===== config.mk =====
export PLATFORM = sky130hd
export DESIGN_NAME = buffer_pool_clock_replacement
export DESIGN_NICKNAME = d
export VERILOG_FILES = /design/src/rtl/core/bpcr_pkg.sv /design/src/rtl/core/bpcr_front.sv /design/src/rtl/core/bpcr_back.sv /design/src/rtl/core/buffer_pool_clock_replacement.sv
export SDC_FILE = /design/constraint.sdc
export NUM_CORES = 2
export LEC_CHECK = 0
export ABC_AREA = 1
export BUFFER_PORTS_ARGS = -buffer_cell sky130_fd_sc_hd__buf_4
export CAP_MARGIN = 20
export CORE_ASPECT_RATIO = 2
export CORE_UTILIZATION = 60
export CTS_BUF_LIST = sky130_fd_sc_hd__clkbuf_4
export DETAILED_ROUTE_END_ITERATION = 8
export PLACE_DENSITY = 0.8
export SLEW_MARGIN = 20
export SYNTH_ARGS = -nofsm -noshare
export SYNTH_HDL_FRONTEND = slang
export SYNTH_SLANG_ARGS = --single-unit

===== constraint.sdc =====
create_clock -name clk -period 5.9 [get_ports clk]
set_clock_uncertainty 0.15 [all_clocks]
set_input_delay 0 -clock clk [delete_from_list [all_inputs] [get_ports clk]]
set_output_delay 0 -clock clk [all_outputs]
set_load 0.02 [all_outputs]

===== src/rtl/core/bpcr_pkg.sv =====
// Shared types and codes for the clock-replacement frame table.
`default_nettype none
package bpcr_pkg;

  // Command codes of an input item.
  typedef enum logic [2:0] {
    CMD_REQUEST  = 3'd0,
    CMD_UNPIN    = 3'd1,
    CMD_ALLOCATE = 3'd2,
    CMD_DISPOSE  = 3'd3,
    CMD_FLUSH    = 3'd4
  } cmd_t;

  // Status codes of a result item.
  typedef enum logic [2:0] {
    ST_OK         = 3'd0,
    ST_EXCEEDED   = 3'd1,
    ST_NOT_FOUND  = 3'd2,
    ST_NOT_PINNED = 3'd3,
    ST_PINNED     = 3'd4
  } status_t;

  localparam int unsigned CMD_BITS    = 3;
  localparam int unsigned STATUS_BITS = 3;
  localparam int unsigned FRAME_BITS  = 4;
  localparam int unsigned IN_FILE_BITS = 8;
  localparam int unsigned IN_PAGE_BITS = 20;
  localparam logic [7:0]  PIN_MAX     = 8'd255;

endpackage : bpcr_pkg
`default_nettype wire


===== src/rtl/core/bpcr_front.sv =====
// Front end: accepts items, drops unknown commands, and queues the rest.
`default_nettype none
module bpcr_front (
  input  wire logic                            clk,
  input  wire logic                            rst_n,
  input  wire logic                            in_valid,
  output logic                                 in_stall,
  input  wire logic [bpcr_pkg::CMD_BITS-1:0]   in_command,
  input  wire logic [bpcr_pkg::IN_FILE_BITS-1:0] in_file_id,
  input  wire logic [bpcr_pkg::IN_PAGE_BITS-1:0] in_page_no,
  input  wire logic                            in_mark_dirty,
  output logic                                 q_valid,
  input  wire logic                            q_take,
  output logic [bpcr_pkg::CMD_BITS-1:0]        q_command,
  output logic [bpcr_pkg::IN_FILE_BITS-1:0]    q_file_id,
  output logic [bpcr_pkg::IN_PAGE_BITS-1:0]    q_page_no,
  output logic                                 q_mark_dirty
);
  import bpcr_pkg::*;

  localparam int unsigned ENTRY_BITS = CMD_BITS + IN_FILE_BITS + IN_PAGE_BITS + 1;

  // Two-entry queue held in registers.
  logic [ENTRY_BITS-1:0] mem_r [2];
  logic                  wp_r, rp_r;
  logic [1:0]            cnt_r;
  logic                  known;
  logic                  push, pop;
  logic [ENTRY_BITS-1:0] head;

  // Commands above flush are dropped at the door.
  assign known    = (in_command <= CMD_BITS'(CMD_FLUSH));
  assign in_stall = (cnt_r == 2'd2);
  assign push     = in_valid && !in_stall && known;
  assign pop      = q_valid && q_take;
  assign q_valid  = (cnt_r != 2'd0);
  assign head     = mem_r[rp_r];
  assign {q_command, q_file_id, q_page_no, q_mark_dirty} = head;

  // Queue storage.
  always_ff @(posedge clk) begin
    if (push) begin
      mem_r[wp_r] <= {in_command, in_file_id, in_page_no, in_mark_dirty};
    end
  end

  // Queue pointers and fill count.
  always_ff @(posedge clk) begin
    if (!rst_n) begin
      wp_r  <= 1'b0;
      rp_r  <= 1'b0;
      cnt_r <= 2'd0;
    end else begin
      if (push) wp_r <= ~wp_r;
      if (pop)  rp_r <= ~rp_r;
      cnt_r <= cnt_r + {1'b0, push} - {1'b0, pop};
    end
  end

endmodule : bpcr_front
`default_nettype wire


===== src/rtl/core/bpcr_back.sv =====
// Back end: frame table, tag search, clock sweep and flush scan.
`default_nettype none
module bpcr_back #(
  parameter int unsigned NUM_FRAMES   = 16,
  parameter int unsigned FILE_ID_BITS = 8,
  parameter int unsigned PAGE_BITS    = 20
) (
  input  wire logic                              clk,
  input  wire logic                              rst_n,
  input  wire logic                              q_valid,
  output logic                                   q_take,
  input  wire logic [bpcr_pkg::CMD_BITS-1:0]     q_command,
  input  wire logic [bpcr_pkg::IN_FILE_BITS-1:0] q_file_id,
  input  wire logic [bpcr_pkg::IN_PAGE_BITS-1:0] q_page_no,
  input  wire logic                              q_mark_dirty,
  output logic                                   out_valid,
  input  wire logic                              out_stall,
  output logic [bpcr_pkg::STATUS_BITS-1:0]       out_status,
  output logic [bpcr_pkg::FRAME_BITS-1:0]        out_frame,
  output logic                                   out_fill_needed,
  output logic                                   out_writeback,
  output logic [bpcr_pkg::IN_FILE_BITS-1:0]      out_wb_file_id,
  output logic [bpcr_pkg::IN_PAGE_BITS-1:0]      out_wb_page_no,
  output logic                                   out_last
);
  import bpcr_pkg::*;

  localparam int unsigned IW = (NUM_FRAMES > 1) ? $clog2(NUM_FRAMES) : 1;
  localparam int unsigned SW = $clog2(2 * NUM_FRAMES + 1);
  localparam logic [IW-1:0] LAST_IDX = IW'(NUM_FRAMES - 1);
  localparam logic [SW-1:0] SWEEP_MAX = SW'(2 * NUM_FRAMES);

  typedef enum logic [2:0] {
    S_IDLE, S_LOOKUP, S_DECIDE, S_SWEEP, S_FLUSH, S_EMIT
  } state_t;

  // Per-frame control bits and tags.
  logic [NUM_FRAMES-1:0]   valid_r, ref_r, dirty_r;
  logic [7:0]              pins_r [NUM_FRAMES];
  logic [FILE_ID_BITS-1:0] ftag_r [NUM_FRAMES];
  logic [PAGE_BITS-1:0]    ptag_r [NUM_FRAMES];
  logic [IW-1:0]           hand_r;

  state_t                  state_r;
  logic [CMD_BITS-1:0]     cmd_r;
  logic [FILE_ID_BITS-1:0] f_r;
  logic [PAGE_BITS-1:0]    p_r;
  logic                    md_r;
  logic                    hit_r;
  logic [IW-1:0]           hidx_r;
  logic [SW-1:0]           steps_r;
  logic [IW-1:0]           scan_r;

  // Result register.
  logic                    ov_r;
  logic [STATUS_BITS-1:0]  st_r;
  logic [FRAME_BITS-1:0]   fr_r;
  logic                    fill_r, wb_r, last_r;
  logic [IN_FILE_BITS-1:0] wf_r;
  logic [IN_PAGE_BITS-1:0] wpg_r;

  // Tag compare against all frames, lowest index wins.
  logic [NUM_FRAMES-1:0] match;
  logic                  hit;
  logic [IW-1:0]         hidx;
  always_comb begin
    hit  = 1'b0;
    hidx = '0;
    for (int i = 0; i < NUM_FRAMES; i++) begin
      match[i] = valid_r[i] && ftag_r[i] == f_r && ptag_r[i] == p_r;
    end
    for (int i = NUM_FRAMES - 1; i >= 0; i--) begin
      if (match[i]) begin
        hit  = 1'b1;
        hidx = IW'(i);
      end
    end
  end

  logic [IW-1:0] nhand;
  assign nhand = (hand_r == LAST_IDX) ? '0 : hand_r + 1'b1;

  logic out_free;
  assign out_free = !ov_r || !out_stall;
  assign q_take   = (state_r == S_IDLE);

  assign out_valid       = ov_r;
  assign out_status      = st_r;
  assign out_frame       = fr_r;
  assign out_fill_needed = fill_r;
  assign out_writeback   = wb_r;
  assign out_wb_file_id  = wf_r;
  assign out_wb_page_no  = wpg_r;
  assign out_last        = last_r;

  // Sequencer, frame table updates and result register.
  always_ff @(posedge clk) begin
    if (!rst_n) begin
      state_r     <= S_IDLE;
      valid_r     <= '0;
      ref_r       <= '0;
      dirty_r     <= '0;
      hand_r      <= LAST_IDX;
      ov_r        <= 1'b0;
      for (int i = 0; i < NUM_FRAMES; i++) pins_r[i] <= 8'd0;
    end else begin
      if (ov_r && !out_stall) ov_r <= 1'b0;
      unique case (state_r)
        S_IDLE: begin
          if (q_valid) begin
            cmd_r   <= q_command;
            f_r     <= q_file_id[FILE_ID_BITS-1:0];
            p_r     <= q_page_no[PAGE_BITS-1:0];
            md_r    <= q_mark_dirty;
            steps_r <= '0;
            scan_r  <= '0;
            state_r <= (q_command == CMD_BITS'(CMD_FLUSH)) ? S_FLUSH : S_LOOKUP;
          end
        end
        S_LOOKUP: begin
          hit_r   <= hit;
          hidx_r  <= hidx;
          state_r <= S_DECIDE;
        end
        S_DECIDE: begin
          if (out_free) begin
            st_r   <= ST_OK;
            fr_r   <= '0;
            fill_r <= 1'b0;
            wb_r   <= 1'b0;
            wf_r   <= '0;
            wpg_r  <= '0;
            last_r <= 1'b1;
            state_r <= S_IDLE;
            case (cmd_r)
              CMD_BITS'(CMD_REQUEST): begin
                if (hit_r) begin
                  ref_r[hidx_r] <= 1'b1;
                  if (pins_r[hidx_r] != PIN_MAX) pins_r[hidx_r] <= pins_r[hidx_r] + 8'd1;
                  fr_r <= FRAME_BITS'(hidx_r);
                  ov_r <= 1'b1;
                end else begin
                  state_r <= S_SWEEP;
                end
              end
              CMD_BITS'(CMD_ALLOCATE): state_r <= S_SWEEP;
              CMD_BITS'(CMD_UNPIN): begin
                ov_r <= 1'b1;
                if (!hit_r) begin
                  st_r <= ST_NOT_FOUND;
                end else if (pins_r[hidx_r] == 8'd0) begin
                  st_r <= ST_NOT_PINNED;
                  fr_r <= FRAME_BITS'(hidx_r);
                end else begin
                  pins_r[hidx_r]  <= pins_r[hidx_r] - 8'd1;
                  dirty_r[hidx_r] <= dirty_r[hidx_r] | md_r;
                  fr_r <= FRAME_BITS'(hidx_r);
                end
              end
              default: begin
                // Dispose.
                ov_r <= 1'b1;
                if (hit_r) begin
                  valid_r[hidx_r] <= 1'b0;
                  ref_r[hidx_r]   <= 1'b0;
                  dirty_r[hidx_r] <= 1'b0;
                  pins_r[hidx_r]  <= 8'd0;
                  fr_r <= FRAME_BITS'(hidx_r);
                end
              end
            endcase
          end
        end
        S_SWEEP: begin
          // One hand step per cycle while the output is free; results wait for a free output.
          if (out_free) begin
            if (steps_r == SWEEP_MAX) begin
              ov_r    <= 1'b1;
              st_r    <= ST_EXCEEDED;
              fr_r    <= '0;
              fill_r  <= 1'b0;
              wb_r    <= 1'b0;
              wf_r    <= '0;
              wpg_r   <= '0;
              last_r  <= 1'b1;
              state_r <= S_IDLE;
            end else begin
              hand_r  <= nhand;
              steps_r <= steps_r + 1'b1;
              if (valid_r[nhand] && ref_r[nhand]) begin
                ref_r[nhand] <= 1'b0;
              end else if (!valid_r[nhand] || pins_r[nhand] == 8'd0) begin
                ov_r   <= 1'b1;
                st_r   <= ST_OK;
                fr_r   <= FRAME_BITS'(nhand);
                fill_r <= (cmd_r == CMD_BITS'(CMD_REQUEST));
                wb_r   <= valid_r[nhand] && dirty_r[nhand];
                wf_r   <= (valid_r[nhand] && dirty_r[nhand])
                          ? IN_FILE_BITS'(ftag_r[nhand]) : '0;
                wpg_r  <= (valid_r[nhand] && dirty_r[nhand])
                          ? IN_PAGE_BITS'(ptag_r[nhand]) : '0;
                last_r <= 1'b1;
                ftag_r[nhand]  <= f_r;
                ptag_r[nhand]  <= p_r;
                valid_r[nhand] <= 1'b1;
                ref_r[nhand]   <= 1'b1;
                dirty_r[nhand] <= 1'b0;
                pins_r[nhand]  <= 8'd1;
                state_r <= S_IDLE;
              end
            end
          end
        end
        S_FLUSH: begin
          // One frame per cycle while the output is free, from frame zero upward.
          if (out_free) begin
            fill_r <= 1'b0;
            if (valid_r[scan_r] && ftag_r[scan_r] == f_r) begin
              if (pins_r[scan_r] != 8'd0) begin
                ov_r    <= 1'b1;
                st_r    <= ST_PINNED;
                fr_r    <= FRAME_BITS'(scan_r);
                wb_r    <= 1'b0;
                wf_r    <= '0;
                wpg_r   <= '0;
                last_r  <= 1'b1;
                state_r <= S_IDLE;
              end else begin
                if (dirty_r[scan_r]) begin
                  ov_r   <= 1'b1;
                  st_r   <= ST_OK;
                  fr_r   <= FRAME_BITS'(scan_r);
                  wb_r   <= 1'b1;
                  wf_r   <= IN_FILE_BITS'(ftag_r[scan_r]);
                  wpg_r  <= IN_PAGE_BITS'(ptag_r[scan_r]);
                  last_r <= 1'b0;
                  dirty_r[scan_r] <= 1'b0;
                end
                valid_r[scan_r] <= 1'b0;
                scan_r <= scan_r + 1'b1;
                if (scan_r == LAST_IDX) state_r <= S_EMIT;
              end
            end else begin
              scan_r <= scan_r + 1'b1;
              if (scan_r == LAST_IDX) state_r <= S_EMIT;
            end
          end
        end
        S_EMIT: begin
          if (out_free) begin
            ov_r    <= 1'b1;
            st_r    <= ST_OK;
            fr_r    <= '0;
            fill_r  <= 1'b0;
            wb_r    <= 1'b0;
            wf_r    <= '0;
            wpg_r   <= '0;
            last_r  <= 1'b1;
            state_r <= S_IDLE;
          end
        end
        default: state_r <= S_IDLE;
      endcase
    end
  end

endmodule : bpcr_back
`default_nettype wire


===== src/rtl/core/buffer_pool_clock_replacement.sv =====
// Top level of the clock-replacement frame table of a page buffer pool.
//
//  channel | direction | handshake           | fields
//  in_     | input     | in_valid / in_stall | command, file_id, page_no, mark_dirty
//  out_    | output    | out_valid/out_stall | status, frame, fill_needed, writeback,
//          |           |                     | wb_file_id, wb_page_no, last
//
// Request on a miss and allocate run the clock sweep, which advances the hand by
// one frame per cycle while the output is free.
// Flush scans one frame per cycle while the output is free.
// A two-item queue lets the front accept items while the back works.
// Synchronous reset clears all frame control bits and sets the hand to the last frame.
`default_nettype none
module buffer_pool_clock_replacement #(
  parameter int unsigned NUM_FRAMES   = 16,
  parameter int unsigned FILE_ID_BITS = 8,
  parameter int unsigned PAGE_BITS    = 20
) (
  input  wire logic                              clk,
  input  wire logic                              rst_n,
  input  wire logic                              in_valid,
  output logic                                   in_stall,
  input  wire logic [bpcr_pkg::CMD_BITS-1:0]     in_command,
  input  wire logic [bpcr_pkg::IN_FILE_BITS-1:0] in_file_id,
  input  wire logic [bpcr_pkg::IN_PAGE_BITS-1:0] in_page_no,
  input  wire logic                              in_mark_dirty,
  output logic                                   out_valid,
  input  wire logic                              out_stall,
  output logic [bpcr_pkg::STATUS_BITS-1:0]       out_status,
  output logic [bpcr_pkg::FRAME_BITS-1:0]        out_frame,
  output logic                                   out_fill_needed,
  output logic                                   out_writeback,
  output logic [bpcr_pkg::IN_FILE_BITS-1:0]      out_wb_file_id,
  output logic [bpcr_pkg::IN_PAGE_BITS-1:0]      out_wb_page_no,
  output logic                                   out_last
);
  import bpcr_pkg::*;

  logic                    q_valid, q_take, q_mark_dirty;
  logic [CMD_BITS-1:0]     q_command;
  logic [IN_FILE_BITS-1:0] q_file_id;
  logic [IN_PAGE_BITS-1:0] q_page_no;

  // Front end and item queue.
  bpcr_front u_front (
    .clk, .rst_n, .in_valid, .in_stall, .in_command, .in_file_id, .in_page_no,
    .in_mark_dirty, .q_valid, .q_take, .q_command, .q_file_id, .q_page_no,
    .q_mark_dirty
  );

  // Frame table engine.
  bpcr_back #(
    .NUM_FRAMES(NUM_FRAMES), .FILE_ID_BITS(FILE_ID_BITS), .PAGE_BITS(PAGE_BITS)
  ) u_back (
    .clk, .rst_n, .q_valid, .q_take, .q_command, .q_file_id, .q_page_no,
    .q_mark_dirty, .out_valid, .out_stall, .out_status, .out_frame,
    .out_fill_needed, .out_writeback, .out_wb_file_id, .out_wb_page_no, .out_last
  );

endmodule : buffer_pool_clock_replacement
`default_nettype wire


==> results of run 1 <==
## cell families after synthesis
logic type | count (synthesis) | synth area share
DFF | 790 | 0.503
AOI/OAI and AO/OA | 1532 | 0.185
and+or+nand+nor | 2069 | 0.197
buffers and inverters | 889 | 0.0774
xor gates and xnor gates | 131 | 0.0250
muxes | 30 | 0.00736
adders and majority gates | 16 | 0.00436
## per-layer routing
layer	track usage	overflow
met5	0.218	1
met4	0.861	353
met1	0.788	1
met3	0.639	8
met2	0.960	399
## what timing repair did
action	CTS
gates resized for setup	0
setup buffers	0
hold buffers	76
endpoints found under the hold margin	404
## through the flow
| stage | instances | hold WS, ns |
|---|---|---|
| 3_5_place_dp | 6360 | 0.0377 |
| 2_1_floorplan | 5457 | -0.0511 |
| 3_3_place_gp | 6359 | 0.0352 |
| 4_1_cts | 6739 | 0.00404 |
==> metrics.md, run 1 <==
| Metric | Value |
|---|---|
| Status | `aborted with a tool error` |
| Last stage | `global routing (5_1_grt)` |
| First reported error | `[ERROR GRT-0116] Global routing finished with congestion. Check the congestion regions in the DRC Viewer.` |
| Root buf cell | `clkbuf_4` |
| Syn Inst Count | `about 5500` |
| Placed inst area | `~48000 um2` |
| Mapped Area | `between 40000 and 50000 um2` |
| Chip width | `198 um` |
| # rows | `between 100 and 150` |
| Synth Net Count | `approximately 5500` |
| CTS H-tree depth | `4` |
| First-pass GRT wire length | `between 400000 and 500000 um` |
| Most frequent cells after synthesis | `nand2_1 (1041), edfxtp_1 (725), o21ai_0 (616), a21oi_1 (520), inv_1 (520)` |
| Total track usage | `0.799` |
| Asr flop ratio synth | `0` |
| Synth Register Bits | `between 700 and 800` |
| Total clock buffers created by CTS | `roughly 170` |
| Synth cell types | `67` |
| Ys Warns | `0` |
| Largest net degree at the start of global routing | `roughly 160` |
| Share of the synthesized area in the top cell type | `0.475` |
| Initial Utilization | `0.605` |
| Post-synth EDFFs | `approximately 730` |
| Synthesized area per cell | `between 8 and 9 um2` |
| Clock sinks | `790` |
| Bufs on Longest Clock Path | `3` |
| Die height | `a little under 400 um` |
| Port-buffer cells | `75` |
| Yosys top cell by area | `edfxtp_1` |
| # IOs | `76` |
| Number of global-route vias before repair | `54400` |
| Total gr overflow | `approximately 760` |
| Seq/Total Area, Yosys | `0.503` |
| Dpl ws | `~1.2 ns` |
| Largest cells by area after synthesis | `edfxtp_1 (47%), nand2_1 (8.5%), o21ai_0 (6.7%)` |
| Top_reg_cell synth | `edfxtp_1` |
| Routability cong. | `1.18` |
| Detailed Place HPWL | `around 170000 um` |
| Most frequent cell after synthesis | `nand2_1` |
==> run 2, diff against run 1 <==
--- a/config.mk
+++ b/config.mk
@@ -8,11 +8,9 @@
 export ABC_AREA = 1
 export BUFFER_PORTS_ARGS = -buffer_cell sky130_fd_sc_hd__buf_4
 export CAP_MARGIN = 20
-export CORE_ASPECT_RATIO = 2
-export CORE_UTILIZATION = 60
-export CTS_BUF_LIST = sky130_fd_sc_hd__clkbuf_4
+export CORE_UTILIZATION = 40
 export DETAILED_ROUTE_END_ITERATION = 8
-export PLACE_DENSITY = 0.8
+export PLACE_DENSITY_LB_ADDON = 0.15
 export SLEW_MARGIN = 20
 export SYNTH_ARGS = -nofsm -noshare
 export SYNTH_HDL_FRONTEND = slang
==> constraint.sdc (replaced) <==
create_clock -name clk -period 7.67 [get_ports clk]
set_clock_uncertainty 0.15 [all_clocks]
set_input_delay 0 -clock clk [delete_from_list [all_inputs] [get_ports clk]]
set_output_delay 0 -clock clk [all_outputs]
set_load 0.02 [all_outputs]
==> run 2 against run 1 <==
The run now ends clean. Synthesized cell count is the same. Synthesized area unchanged.
==> metrics.md, run 2 <==
| Metric | Value |
|---|---|
| Die Area | `around 120000 um2` |
| Relative slew slack | `0.202` |
| Max reg flops | `320` |
| Largest net degree at the start of global routing | `127` |
| Root buf cell | `clkbuf_16` |
| Most frequent cells after synthesis | `nand2_1 (1041), edfxtp_1 (725), o21ai_0 (616), a21oi_1 (520), inv_1 (520)` |
| Kind of path behind the tightest hold check | `in -> reg` |
| Max IR drop VDD | `225 uV` |
| FILL cells | `approximately 11000` |
| Port-buffer cells | `75` |
| WL final | `around 200000 um` |
| Total gr overflow | `0` |
| Status | `finished, final reports clean` |
| Routed wire length per instance | `28.7 um` |
| Sum of negative setup slack | `0 ns` |
| Clock transition at path regs | `0.06 ns` |
| # IOs | `76` |
| Largest cells by area after synthesis | `edfxtp_1 (47%), nand2_1 (8.5%), o21ai_0 (6.7%)` |
| Chip width | `341 um` |
| Routability cong. | `a little over 1` |
| Reg with most FFs | `u_back.ptag_r` |
| Largest registers | `u_back.ptag_r: 320 flops, u_back.ftag_r: 128 flops, u_back.pins_r: 128 flops` |
| Initial Utilization | `0.406` |
| F_max | `~180 MHz` |
| Detailed Route Iter0 Violations | `between 6000 and 7000` |
| Total track usage | `0.338` |
| Reg area | `around 23000 um2` |
| Fin crit period | `5.56 ns` |
| Synth cell types | `67` |
| Commonest non-fill, non-tap cells in the layout | `nand2_1 (1041), edfxtp_1 (725), o21ai_0 (616), a21oi_1 (520), inv_1 (519)` |
| Area grow syn2layout | `12.0%` |
| Via count | `43300` |
| Asr flop ratio synth | `0` |
| # rows | `around 120` |
| Ys Warns | `0` |
| Cts repair resizes | `0` |
| CP Capture Type | `flop` |
| # hold bufs at CTS | `slightly below 70` |
| CTS H-tree depth | `3` |
| Total clock buffers created by CTS | `93` |
| Arr. time, crit path | `just under 6 ns` |
| Final-report setup violation count | `0` |
| Pwr dens | `just over 300 nW/um2` |
| Final Cell Area | `51400 um2` |
| Yosys top cell by area | `edfxtp_1` |
| Synthesized area per cell | `~8.4 um2` |
| Seq/Total Area, Yosys | `0.503` |
| Bufs on Longest Clock Path | `3` |
| Crit. Startpoint | `u_back.hand_r[0]` |
| Syn Inst Count | `roughly 5500` |
| Post-layout net count | `5493` |
| Detailed Place HPWL | `roughly 140000 um` |
| Area of the multi-input gates | `19400 um2` |
| WS Path Type | `reg -> reg` |
| Post-synth EDFFs | `between 700 and 800` |
| Most frequent cell after synthesis | `nand2_1` |
| Placed inst area | `approximately 48000 um2` |
| CP Launch Type | `flop` |
| Leakage | `around 19 nW` |
| Most common cell after layout, fill and taps aside | `nand2_1` |
| Die height | `around 340 um` |
| Worst R2R Path Depth | `14` |
| Reg2reg setup slack | `2.11 ns` |
| End of the worst register-to-register path | `u_back.pins_r[3][2]` |
| Core Area | `about 110000 um2` |
| Top_reg_cell synth | `edfxtp_1` |
| RSZ-0062 raised after global routing | `false` |
| Synth Net Count | `5509` |
| Final-report hold violation count | `0` |
| CP required | `7.95 ns` |
| Number of global-route vias before repair | `~40000` |
| Final core utilization | `0.454` |
| Final slew viol count | `0` |
| Crit Path Max Fanout | `69` |
| Clock sinks | `between 700 and 800` |
| Worst hold slack | `about 0.25 ns` |
| Period utilization | `0.725` |
| Vias/cell | `slightly above 6` |
| Final Power | `between 15 and 20 mW` |
| CTS tree | `yes` |
| Share of cells above drive strength 1 | `0.0820` |
| Pin slew with the least headroom to its limit | `between 1 and 1.5 ns` |
| Worst flop-to-flop path startpoint | `u_back.hand_r[0]` |
| Mapped Area | `around 46000 um2` |
| TritonRoute pass-1 iters | `6` |
| DRC | `0` |
| Initial antenna violation count | `5` |
| Synth Register Bits | `790` |
| Share of the synthesized area in the top cell type | `0.475` |
| Post-route ant nets | `0` |
| Post-CTS Setup Inserts | `0` |
| Latest clock arrival within the worst-skew pair | `about 0.71 ns` |
| Worst setup path endpoint | `u_back.pins_r[3][2]` |
| Max-Cap Viols | `0` |
| First-pass GRT wire length | `284000 um` |
run 2: cell counts after synthesis:
Identical to the previous run, type by type.
run 2: report_power, final:
part / switching, mW / internal [mW] / total [mW]
clock: 1.94 / 2.50 / 4.44
combinational: 4.34 / 1.47 / 5.81
sequential: 0.302 / 5.12 / 5.42
total: 6.59 / 9.09 / 15.7
run 2: worst max-delay path: stages, from the launching register on:
cell and delay, ns:
dfxtp_1 0.43, inv_1 0.20, ha_4 0.69, buf_4 0.82
o21ai_0 0.20, o21ai_1 0.17, nand2_1 0.07, nand2_2 0.11
nor2_4 0.06, nand2_2 0.37, nand3_4 0.61, nand2_1 0.29
inv_2 0.12, nand2_1 0.79, nor2_1 0.13
run 2: layer usage:
metal  GRT usage  wire (um)  share of wire
met4       0.170      11700          0.058
met1       0.470      81400           0.40
met5           0         18       0.000089
met3      0.0758      23600           0.12
met2       0.492      84900           0.42
run 2: final cells by class:
cell class                      instances  share of cell area
Antenna cell                            1           0.0000487
Clock buffer                          114              0.0472
Clock inverter                         55              0.0108
Inverter                              544              0.0402
Multi-Input combinational cell       3778               0.378
Sequential cell                       790               0.449
Tap cell                             1500              0.0365
Timing Repair Buffer                  234              0.0382
run 2: worst min path at each step:
stage,start,to,slack [ns],cells past startpoint
2_1_floorplan,in_mark_dirty,u_front.mem_r[0][0],-0.05,0
3_3_place_gp,in_file_id[3],u_front.mem_r[0][24],0.03,1
3_5_place_dp,in_page_no[17],u_front.mem_r[1][18],0.04,1
4_1_cts,rst_n,u_front.cnt_r[0],0.21,4
5_1_grt,rst_n,u_front.cnt_r[0],0.27,4
6_report,rst_n,u_front.cnt_r[0],0.25,4
run 2: cells by family (layout without fill, tap and decap cells):
family,count (synthesis),count (layout),share of synthesized area
simple gates,2069,2069,0.197
compound gates,1532,1532,0.185
buf+inv,889,947,0.0774
flops,790,790,0.503
xor+xnor,131,131,0.0250
mux,30,30,0.00736
fa+ha+maj,16,16,0.00436
other cells,0,1,0
run 2: per-stage QoR:
step                cells  worst slack (ns)
finish               7016              2.11
global route         7015              1.90
CTS                  7012              2.20
detailed placement   6775              2.22
global placement     6775              2.27
floorplan            5457              1.98
Note: power is estimated with default switching activity, not from simulation.
